==> config.mk <==
export PLATFORM = sky130hd
export DESIGN_NAME = binary_diff_ips_patch_encoder_core
export DESIGN_NICKNAME = d
export VERILOG_FILES = /design/src/sv/bdipe_pkg.sv /design/src/sv/bdipe_ram.sv /design/src/sv/binary_diff_ips_patch_encoder_core.sv
export SDC_FILE = /design/constraint.sdc
export NUM_CORES = 1
export LEC_CHECK = 0
export BUFFER_PORTS_ARGS = -buffer_cell sky130_fd_sc_hd__buf_2
export CAP_MARGIN = 15
export CORE_ASPECT_RATIO = 2
export CORE_UTILIZATION = 50
export CTS_CLUSTER_DIAMETER = 50
export DETAILED_ROUTE_END_ITERATION = 10
export MAX_ROUTING_LAYER = met4
export PLACE_DENSITY = 0.66
export RECOVER_POWER = 50
export SLEW_MARGIN = 20
export SYNTH_ARGS = -nofsm -noshare
export SYNTH_HDL_FRONTEND = slang
export SYNTH_SLANG_ARGS = --single-unit
==> constraint.sdc <==
create_clock -name clk -period 5.3 [get_ports clk]
set_input_delay 0.53 -clock clk [delete_from_list [all_inputs] [get_ports clk]]
set_output_delay 0.53 -clock clk [all_outputs]
set_load 0.05 [all_outputs]
==> src/sv/bdipe_pkg.sv <==
// Shared types, constants and byte tables of the IPS patch encoder.
package bdipe_pkg;

  localparam int MAX_RUN = 32;

  localparam logic [5:0]  RLE_MIN_RESET = 6'd3;
  localparam logic [24:0] OFFSET_LIMIT  = 25'h1000000;
  localparam logic [24:0] POS_SAT       = 25'h1FFFFFF;

  typedef enum logic [1:0] {
    ST_OK      = 2'd0,
    ST_NO_DIFF = 2'd1,
    ST_DROPPED = 2'd2
  } status_t;

  typedef struct packed {
    logic [7:0] new_byte;
    logic [7:0] base_byte;
    logic       beyond_base;
    logic       last_in;
  } in_item_t;

  typedef struct packed {
    logic [7:0] patch_byte;
    logic       last_out;
    status_t    status;
  } out_item_t;

  // "PATCH"
  function automatic logic [7:0] hdr_char(input logic [2:0] idx);
    logic [7:0] c;
    case (idx)
      3'd0:    c = 8'h50;
      3'd1:    c = 8'h41;
      3'd2:    c = 8'h54;
      3'd3:    c = 8'h43;
      default: c = 8'h48;
    endcase
    return c;
  endfunction

  // "EOF"
  function automatic logic [7:0] eof_char(input logic [1:0] idx);
    logic [7:0] c;
    case (idx)
      2'd0:    c = 8'h45;
      2'd1:    c = 8'h4F;
      default: c = 8'h46;
    endcase
    return c;
  endfunction

endpackage

==> src/sv/bdipe_ram.sv <==
// Generic single-write, single-read RAM with registered read data.
module bdipe_ram #(
  parameter int WIDTH = 8,
  parameter int DEPTH = 32
) (
  input  logic                     clk,
  input  logic                     we,
  input  logic [$clog2(DEPTH)-1:0] waddr,
  input  logic [WIDTH-1:0]         wdata,
  input  logic                     re,
  input  logic [$clog2(DEPTH)-1:0] raddr,
  output logic [WIDTH-1:0]         rdata
);

  logic [WIDTH-1:0] mem [DEPTH];

  always_ff @(posedge clk) begin
    if (we) begin
      mem[waddr] <= wdata;
    end
    if (re) begin
      rdata <= mem[raddr];
    end
  end

endmodule

==> src/sv/binary_diff_ips_patch_encoder_core.sv <==
// IPS patch encoder: one new/base byte pair per item, patch stream bytes out.
//
// An item that produces no output leaves the encoder idle, and the next can be
// accepted right after it. Items that produce bytes hold the input until their
// bytes are moved into the output register, one byte per cycle while the
// output is free, for "PATCH", the record header (offset, length, RLE fields),
// the RLE value and "EOF"; literal record data is read back from the run
// buffer RAM a byte at a time, with a read state and then an output state for
// each byte. Output stalls hold the byte sequence. The run buffer needs no
// clearing after reset.
module binary_diff_ips_patch_encoder_core #(
  parameter int MAX_RUN = bdipe_pkg::MAX_RUN
) (
  input  logic                 clk,
  input  logic                 rst_n,
  input  logic                 in_valid,
  output logic                 in_ready,
  input  bdipe_pkg::in_item_t  in_data,
  output logic                 out_valid,
  input  logic                 out_ready,
  output bdipe_pkg::out_item_t out_data,
  input  logic                 cfg_we,
  input  logic [5:0]           cfg_wdata
);

  localparam int AW = $clog2(MAX_RUN);
  localparam int LW = $clog2(MAX_RUN + 1);

  typedef enum logic [2:0] {
    S_IDLE, S_HDR, S_OFS, S_LEN, S_RLEV, S_RD, S_DATA, S_EOF
  } state_t;

  state_t state_r;
  logic [2:0] seq_r;
  logic [AW-1:0] idx_r;

  logic [5:0] rle_min_r;
  logic hdr_sent_r;
  logic in_run_r;
  logic [24:0] pos_r;
  logic [24:0] run_start_r;
  logic [LW-1:0] run_len_r;
  logic run_uni_r;
  logic [7:0] run_first_r;
  logic any_rec_r;
  logic err_r;

  // snapshot of the record to write out
  logic [23:0] rec_start_r;
  logic [LW-1:0] rec_len_r;
  logic rec_rle_r;
  logic [7:0] rec_first_r;
  logic rec_emit_r;
  logic eof_r;
  bdipe_pkg::status_t eof_st_r;

  bdipe_pkg::out_item_t out_data_r;
  logic out_valid_r;

  logic in_fire, out_free;
  logic diff, full, flush, drop;
  logic [LW-1:0] base_len, len_inc, f_len;
  logic [24:0] u_start, f_start;
  logic u_uni, f_uni;
  logic [7:0] u_first, f_first;

  logic in_run_nxt, run_uni_nxt, any_rec_nxt, err_nxt, rle_nxt;
  logic [LW-1:0] run_len_nxt;
  logic [24:0] pos_nxt, run_start_nxt;
  logic [7:0] run_first_nxt;
  bdipe_pkg::status_t eof_st_nxt;

  logic emit_en, emit_last;
  logic [7:0] emit_byte;
  bdipe_pkg::status_t emit_st;
  logic [15:0] len16;
  logic len_done, data_done;
  state_t tail;

  logic ram_we, ram_re;
  logic [7:0] ram_rdata;

  assign in_ready  = (state_r == S_IDLE);
  assign in_fire   = in_valid && in_ready;
  assign out_free  = !out_valid_r || out_ready;
  assign out_valid = out_valid_r;
  assign out_data  = out_data_r;

  // per-item run update
  always_comb begin
    diff     = in_data.beyond_base || (in_data.new_byte != in_data.base_byte);
    base_len = in_run_r ? run_len_r : '0;
    len_inc  = base_len + LW'(1);
    full     = (len_inc == LW'(MAX_RUN));
    u_start  = in_run_r ? run_start_r : pos_r;
    u_uni    = in_run_r ? (run_uni_r && (run_first_r == in_data.new_byte)) : 1'b1;
    u_first  = in_run_r ? run_first_r : in_data.new_byte;

    if (diff) begin
      f_start = u_start;
      f_len   = len_inc;
      f_uni   = u_uni;
      f_first = u_first;
      flush   = full || in_data.last_in;
    end else begin
      f_start = run_start_r;
      f_len   = run_len_r;
      f_uni   = run_uni_r;
      f_first = run_first_r;
      flush   = in_run_r;
    end

    drop    = (f_start >= bdipe_pkg::OFFSET_LIMIT);
    rle_nxt = f_uni && (6'(f_len) >= rle_min_r);

    in_run_nxt    = in_run_r;
    run_len_nxt   = run_len_r;
    run_uni_nxt   = run_uni_r;
    run_first_nxt = run_first_r;
    run_start_nxt = run_start_r;
    if (diff) begin
      run_start_nxt = u_start;
      run_first_nxt = u_first;
    end
    if (flush || in_data.last_in) begin
      in_run_nxt  = 1'b0;
      run_len_nxt = '0;
      run_uni_nxt = 1'b1;
    end else if (diff) begin
      in_run_nxt  = 1'b1;
      run_len_nxt = len_inc;
      run_uni_nxt = u_uni;
    end

    err_nxt     = err_r || (flush && drop);
    any_rec_nxt = any_rec_r || (flush && !drop);
    if (err_nxt) begin
      eof_st_nxt = bdipe_pkg::ST_DROPPED;
    end else if (any_rec_nxt) begin
      eof_st_nxt = bdipe_pkg::ST_OK;
    end else begin
      eof_st_nxt = bdipe_pkg::ST_NO_DIFF;
    end

    if (in_data.last_in) begin
      pos_nxt = '0;
    end else if (pos_r == bdipe_pkg::POS_SAT) begin
      pos_nxt = pos_r;
    end else begin
      pos_nxt = pos_r + 25'd1;
    end
  end

  assign ram_we = in_fire && diff;
  assign ram_re = (state_r == S_RD);

  bdipe_ram #(
    .WIDTH (8),
    .DEPTH (MAX_RUN)
  ) u_run_buf (
    .clk   (clk),
    .we    (ram_we),
    .waddr (base_len[AW-1:0]),
    .wdata (in_data.new_byte),
    .re    (ram_re),
    .raddr (idx_r),
    .rdata (ram_rdata)
  );

  // byte selection for the output register
  always_comb begin
    len16     = 16'(rec_len_r);
    tail      = eof_r ? S_EOF : S_IDLE;
    len_done  = rec_rle_r ? (seq_r == 3'd3) : (seq_r == 3'd1);
    data_done = (LW'(idx_r) + LW'(1) == rec_len_r);
    emit_en   = 1'b0;
    emit_byte = '0;
    emit_last = 1'b0;
    emit_st   = bdipe_pkg::ST_OK;
    unique case (state_r)
      S_HDR: begin
        emit_en   = out_free;
        emit_byte = bdipe_pkg::hdr_char(seq_r);
      end
      S_OFS: begin
        emit_en = out_free;
        if (seq_r == 3'd0) begin
          emit_byte = rec_start_r[23:16];
        end else if (seq_r == 3'd1) begin
          emit_byte = rec_start_r[15:8];
        end else begin
          emit_byte = rec_start_r[7:0];
        end
      end
      S_LEN: begin
        emit_en = out_free;
        // RLE records carry a zero size field before the run length
        if (rec_rle_r) begin
          if (seq_r == 3'd2) begin
            emit_byte = len16[15:8];
          end else if (seq_r == 3'd3) begin
            emit_byte = len16[7:0];
          end
        end else begin
          emit_byte = (seq_r == 3'd0) ? len16[15:8] : len16[7:0];
        end
      end
      S_RLEV: begin
        emit_en   = out_free;
        emit_byte = rec_first_r;
      end
      S_DATA: begin
        emit_en   = out_free;
        emit_byte = ram_rdata;
      end
      S_EOF: begin
        emit_en   = out_free;
        emit_byte = bdipe_pkg::eof_char(seq_r[1:0]);
        emit_last = (seq_r == 3'd2);
        emit_st   = eof_st_r;
      end
      S_IDLE, S_RD: begin
        emit_en = 1'b0;
      end
    endcase
  end

  always_ff @(posedge clk) begin
    if (!rst_n) begin
      state_r     <= S_IDLE;
      seq_r       <= '0;
      idx_r       <= '0;
      rle_min_r   <= bdipe_pkg::RLE_MIN_RESET;
      hdr_sent_r  <= 1'b0;
      in_run_r    <= 1'b0;
      pos_r       <= '0;
      run_start_r <= '0;
      run_len_r   <= '0;
      run_uni_r   <= 1'b1;
      any_rec_r   <= 1'b0;
      err_r       <= 1'b0;
      rec_emit_r  <= 1'b0;
      eof_r       <= 1'b0;
      out_valid_r <= 1'b0;
    end else begin
      if (cfg_we) begin
        rle_min_r <= cfg_wdata;
      end

      if (emit_en) begin
        out_valid_r           <= 1'b1;
        out_data_r.patch_byte <= emit_byte;
        out_data_r.last_out   <= emit_last;
        out_data_r.status     <= emit_st;
      end else if (out_ready) begin
        out_valid_r <= 1'b0;
      end

      unique case (state_r)
        S_IDLE: begin
          if (in_fire) begin
            in_run_r    <= in_run_nxt;
            run_len_r   <= run_len_nxt;
            run_uni_r   <= run_uni_nxt;
            run_first_r <= run_first_nxt;
            run_start_r <= in_data.last_in ? '0 : run_start_nxt;
            pos_r       <= pos_nxt;
            hdr_sent_r  <= !in_data.last_in;
            any_rec_r   <= in_data.last_in ? 1'b0 : any_rec_nxt;
            err_r       <= in_data.last_in ? 1'b0 : err_nxt;
            rec_start_r <= f_start[23:0];
            rec_len_r   <= f_len;
            rec_rle_r   <= rle_nxt;
            rec_first_r <= f_first;
            rec_emit_r  <= flush && !drop;
            eof_r       <= in_data.last_in;
            eof_st_r    <= eof_st_nxt;
            seq_r       <= '0;
            if (!hdr_sent_r) begin
              state_r <= S_HDR;
            end else if (flush && !drop) begin
              state_r <= S_OFS;
            end else if (in_data.last_in) begin
              state_r <= S_EOF;
            end
          end
        end
        S_HDR: begin
          if (out_free) begin
            if (seq_r == 3'd4) begin
              seq_r   <= '0;
              state_r <= rec_emit_r ? S_OFS : tail;
            end else begin
              seq_r <= seq_r + 3'd1;
            end
          end
        end
        S_OFS: begin
          if (out_free) begin
            if (seq_r == 3'd2) begin
              seq_r   <= '0;
              state_r <= S_LEN;
            end else begin
              seq_r <= seq_r + 3'd1;
            end
          end
        end
        S_LEN: begin
          if (out_free) begin
            if (len_done) begin
              seq_r   <= '0;
              idx_r   <= '0;
              state_r <= rec_rle_r ? S_RLEV : S_RD;
            end else begin
              seq_r <= seq_r + 3'd1;
            end
          end
        end
        S_RLEV: begin
          if (out_free) begin
            state_r <= tail;
          end
        end
        S_RD: begin
          state_r <= S_DATA;
        end
        S_DATA: begin
          if (out_free) begin
            if (data_done) begin
              state_r <= tail;
            end else begin
              idx_r   <= idx_r + AW'(1);
              state_r <= S_RD;
            end
          end
        end
        S_EOF: begin
          if (out_free) begin
            if (seq_r == 3'd2) begin
              seq_r   <= '0;
              state_r <= S_IDLE;
            end else begin
              seq_r <= seq_r + 3'd1;
            end
          end
        end
      endcase
    end
  end

`ifndef SYNTHESIS
  // a new patch always starts with its header
  a_hdr_first: assert property (@(posedge clk) disable iff (!rst_n)
    in_fire && !hdr_sent_r |=> state_r == S_HDR)
    else $error("header not started for first item of a patch");

  // an open run is never empty and never reaches the buffer depth
  a_run_len: assert property (@(posedge clk) disable iff (!rst_n)
    in_run_r |-> (run_len_r != '0) && (run_len_r < LW'(MAX_RUN)))
    else $error("open run length out of range");

  // literal data reads stay inside the buffered record
  a_data_idx: assert property (@(posedge clk) disable iff (!rst_n)
    (state_r == S_RD || state_r == S_DATA) |-> (LW'(idx_r) < rec_len_r))
    else $error("record data index beyond run length");

  // the final patch byte is the F of EOF and only EOF carries nonzero status
  a_last_f: assert property (@(posedge clk) disable iff (!rst_n)
    emit_en && emit_last |-> state_r == S_EOF && emit_byte == 8'h46)
    else $error("last byte is not the end of EOF");

  a_status_eof: assert property (@(posedge clk) disable iff (!rst_n)
    emit_en && emit_st != bdipe_pkg::ST_OK |-> state_r == S_EOF)
    else $error("nonzero status outside EOF");
`endif

endmodule
==> flow_summary.json <==
{
  "die_x_um": 133,
  "hold_buffers": 0,
  "placed_cells": 1727,
  "path_max_fanout": 31,
  "routed_wl_mm": 42.9,
  "synth_simple_gate_area_frac": 0.103,
  "arrival_ns": 3.60,
  "critPathTopFamily": "buffers and inverters",
  "clock_skew_ns": 0.0206,
  "drt-wirelength-per-cell_um": 23.9,
  "gp_congestion": 0.947,
  "period_share": 0.633,
  "async_reset_ff_frac": 0,
  "syn_inst": 1304,
  "synth_area_um2": 17100,
  "layout_commonest_cell": "edfxtp_1",
  "synthXorXnorAreaFrac": 0.0225,
  "yosys_warnings": 0,
  "violations": "capacitance limit, slew limit",
  "swShare": 0.278,
  "endpoint_kind": "flip-flop",
  "grt_max_degree": 58,
  "antenna_cells": 0,
  "dp_hpwl_mm": 30.5,
  "drc": 0,
  "drv_slew": 307,
  "first_pass_iters": 5,
  "fmax_mhz": 298,
  "crit_slowest_cell": "inv_1",
  "cts_buffer_depth": 3,
  "p_clk_frac": 0.358,
  "area_growth_pct": 10.4,
  "cts-buffers-inserted": 36,
  "clk_latency_ns": 0.53,
  "startpoint": "state_r[2]$_SDFFE_PN0P_",
  "vias": 10700,
  "drive_gt1_frac": 0.103,
  "clkTransAtPathRegs_ns": 0.06,
  "synthAdderAreaFrac": 0.0131,
  "h-tree-depth": 2,
  "wl_met2_mm": 24.4,
  "synth_top_family_by_area": "simple AND/OR/NAND/NOR gates",
  "p_per_area_nw_per_um2": 393,
  "final_nets": 1376,
  "path_class": "flip-flop to flip-flop",
  "grt_pass1_vias": 11100,
  "wl_met3_mm": 1.28,
  "ir_drop_mv": 0.295,
  "holdCritPathClass": "primary input to flip-flop",
  "tritoncts": "built",
  "r2r_start": "state_r[2]$_SDFFE_PN0P_",
  "syn_area_per_cell_um2": 13.1,
  "via_per_inst": 6.00,
  "cts_sinks": 397,
  "status": "complete, but fails checks",
  "core_um2": 33600,
  "place.port_buffers": 41,
  "setup_viol": 0,
  "max_stage_delay_ns": 0.99,
  "ys.flop_type": "edfxtp_1",
  "ctsResizeCount": 0,
  "grt_overflow": 0,
  "grt_util_all_layers": 0.259,
  "dr.first_iter.drc_count": 759,
  "leakage_nw": 6.08,
  "design.portCount": 42,
  "critical_path.cell_chain": "nor3_1 -> and2_0 -> nand2_1 -> inv_1 -> buf_4",
  "relSlewSlack": -0.279,
  "worstHoldStart": "cfg_wdata[0]",
  "comb_power_share": 0.154,
  "antenna_found_initial": 0,
  "max_cap_violations": 9,
  "mostFrequentLayoutCells": "edfxtp_1, nand2_1, nor2_1",
  "tightest_slew_ns": 1.92,
  "cts_setup_buffers": 0,
  "rsz0062_at_grt": "no",
  "ys_seq_area_frac": 0.649,
  "root_buffer": "clkbuf_16",
  "tns_ns": 0,
  "synth_compound_area_frac": 0.100,
  "synth-edff-count": 316,
  "p_int_mw": 5.37,
  "ant_nets": 0,
  "ys_ff_latch": 397,
  "grt_pass1_wl_mm": 65.7,
  "instances_no_fill": 1790,
  "p_sw_mw": 2.07,
  "wl_met1_mm": 14.4,
  "pwr-share-seq": 0.487,
  "synth_cell_types": 59,
  "fp-row-count": 95,
  "crit_path_start_kind": "flip-flop",
  "start_util": 0.509,
  "worstPathRequired_ns": 5.54,
  "synth.area.mux_share": 0.0897,
  "finalHoldViolCount": 0,
  "die_area_um2": 35100,
  "syn_nets": 1351,
  "fin_crit_ns": 3.36,
  "top_layer": "met4",
  "dieHeight_um": 264,
  "cp.buffers_inverters": 2
}
## state kept, by name (all words and copies together), names as in the netlist, 8 cells and up
| signal | cells |
|---|---|
| rec_first_r | 8 |
| u_run_buf.mem | 256 |
| pos_r | 25 |
| rec_start_r | 24 |
| run_start_r | 25 |
| out_data | 11 |
| u_run_buf.rdata | 8 |
## synth_stat cells, drive strengths merged (6+ instances only)
master   count  area [µm²]
edfxtp     316        9490
nand2      131         492
nor2       102         383
dfxtp       81        1620
clkbuf      61         230
o21ai       61         305
mux2i       59         591
nand3       53         265
a21oi       46         234
mux4        40         901
a22oi       29         218
o221ai      29         254
inv         24        90.1
o22ai       23         144
xnor2       23         201
xor2        21         184
nand2b      19         119
ha          18         225
buf         16        67.6
a21o        15         113
nand4       14        87.6
nor3        14        70.1
a211oi      11        82.6
and3         8        50.1
or3          8        55.1
a2bb2oi      7        61.3
nor2b        7        43.8
o211ai       7        52.6
and2         6        37.5
## cell families after synthesis
kind of cell / Yosys count
mux: 103
xor+xnor: 44
flops: 397
simple gates: 383
compound gates: 257
fa+ha+maj: 18
buf+inv: 102
## worst min-delay path: cells and delay by family
| kind | cells | cell delay (ns) |
|---|---|---|
| AND/OR/NAND/NOR | 1 | 0.06 |
| buffers and inverters | 1 | 0.08 |
| multiplexers | 1 | 0.06 |
## power groups by stage
stage	registers, mW	logic [mW]	clock network [mW]
after floorplan	3.71	0.719	0
after global placement	3.68	1.15	0
after detailed placement	3.69	1.15	0
after CTS	3.62	1.16	2.70
after global routing	3.63	1.24	2.82
final	3.62	1.15	2.67
## area by class of cell
class | count | area [µm²]
timing repair buffer | 64 | 313
clock buffer | 41 | 971
tap | 436 | 546
sequential | 397 | 11100
multi-input combinational | 805 | 5640
clock inverter | 22 | 243
fill | 2739 | 14700
inverter | 25 | 93.8
## path summary, 6_finish.rpt
kind | to | slack (ns) | cells past startpoint
max | rec_start_r[1]$_DFFE_PP_ | 1.94 | 5
min | rle_min_r[0]$_SDFFE_PN1P_ | 0.23 | 3
max reg2reg | rec_start_r[1]$_DFFE_PP_ | 1.94 | 5
min reg2reg | any_rec_r$_SDFFE_PN0P_ | 0.46 | 2
## metrics by stage
step	cell area (µm²)	power [mW]	hold WS (ns)	setup WS (ns)	utilization
2_1_floorplan	17100	4.43	0.426	1.94	-
3_3_place_gp	17800	4.83	0.438	1.94	0.528
3_5_place_dp	17800	4.84	0.450	1.84	0.528
4_1_cts	19000	7.48	0.214	2.14	0.565
5_1_grt	18900	7.70	0.223	1.67	0.562
6_report	18900	7.44	0.230	1.94	0.562
## routing by layer
metal  up-vias  global-route usage
met5         -                   -
met4         0               0.162
met3       123              0.0271
met2       279               0.491
met1      5338               0.245
li1       4994                   -
(Power assumes the default switching activity.)
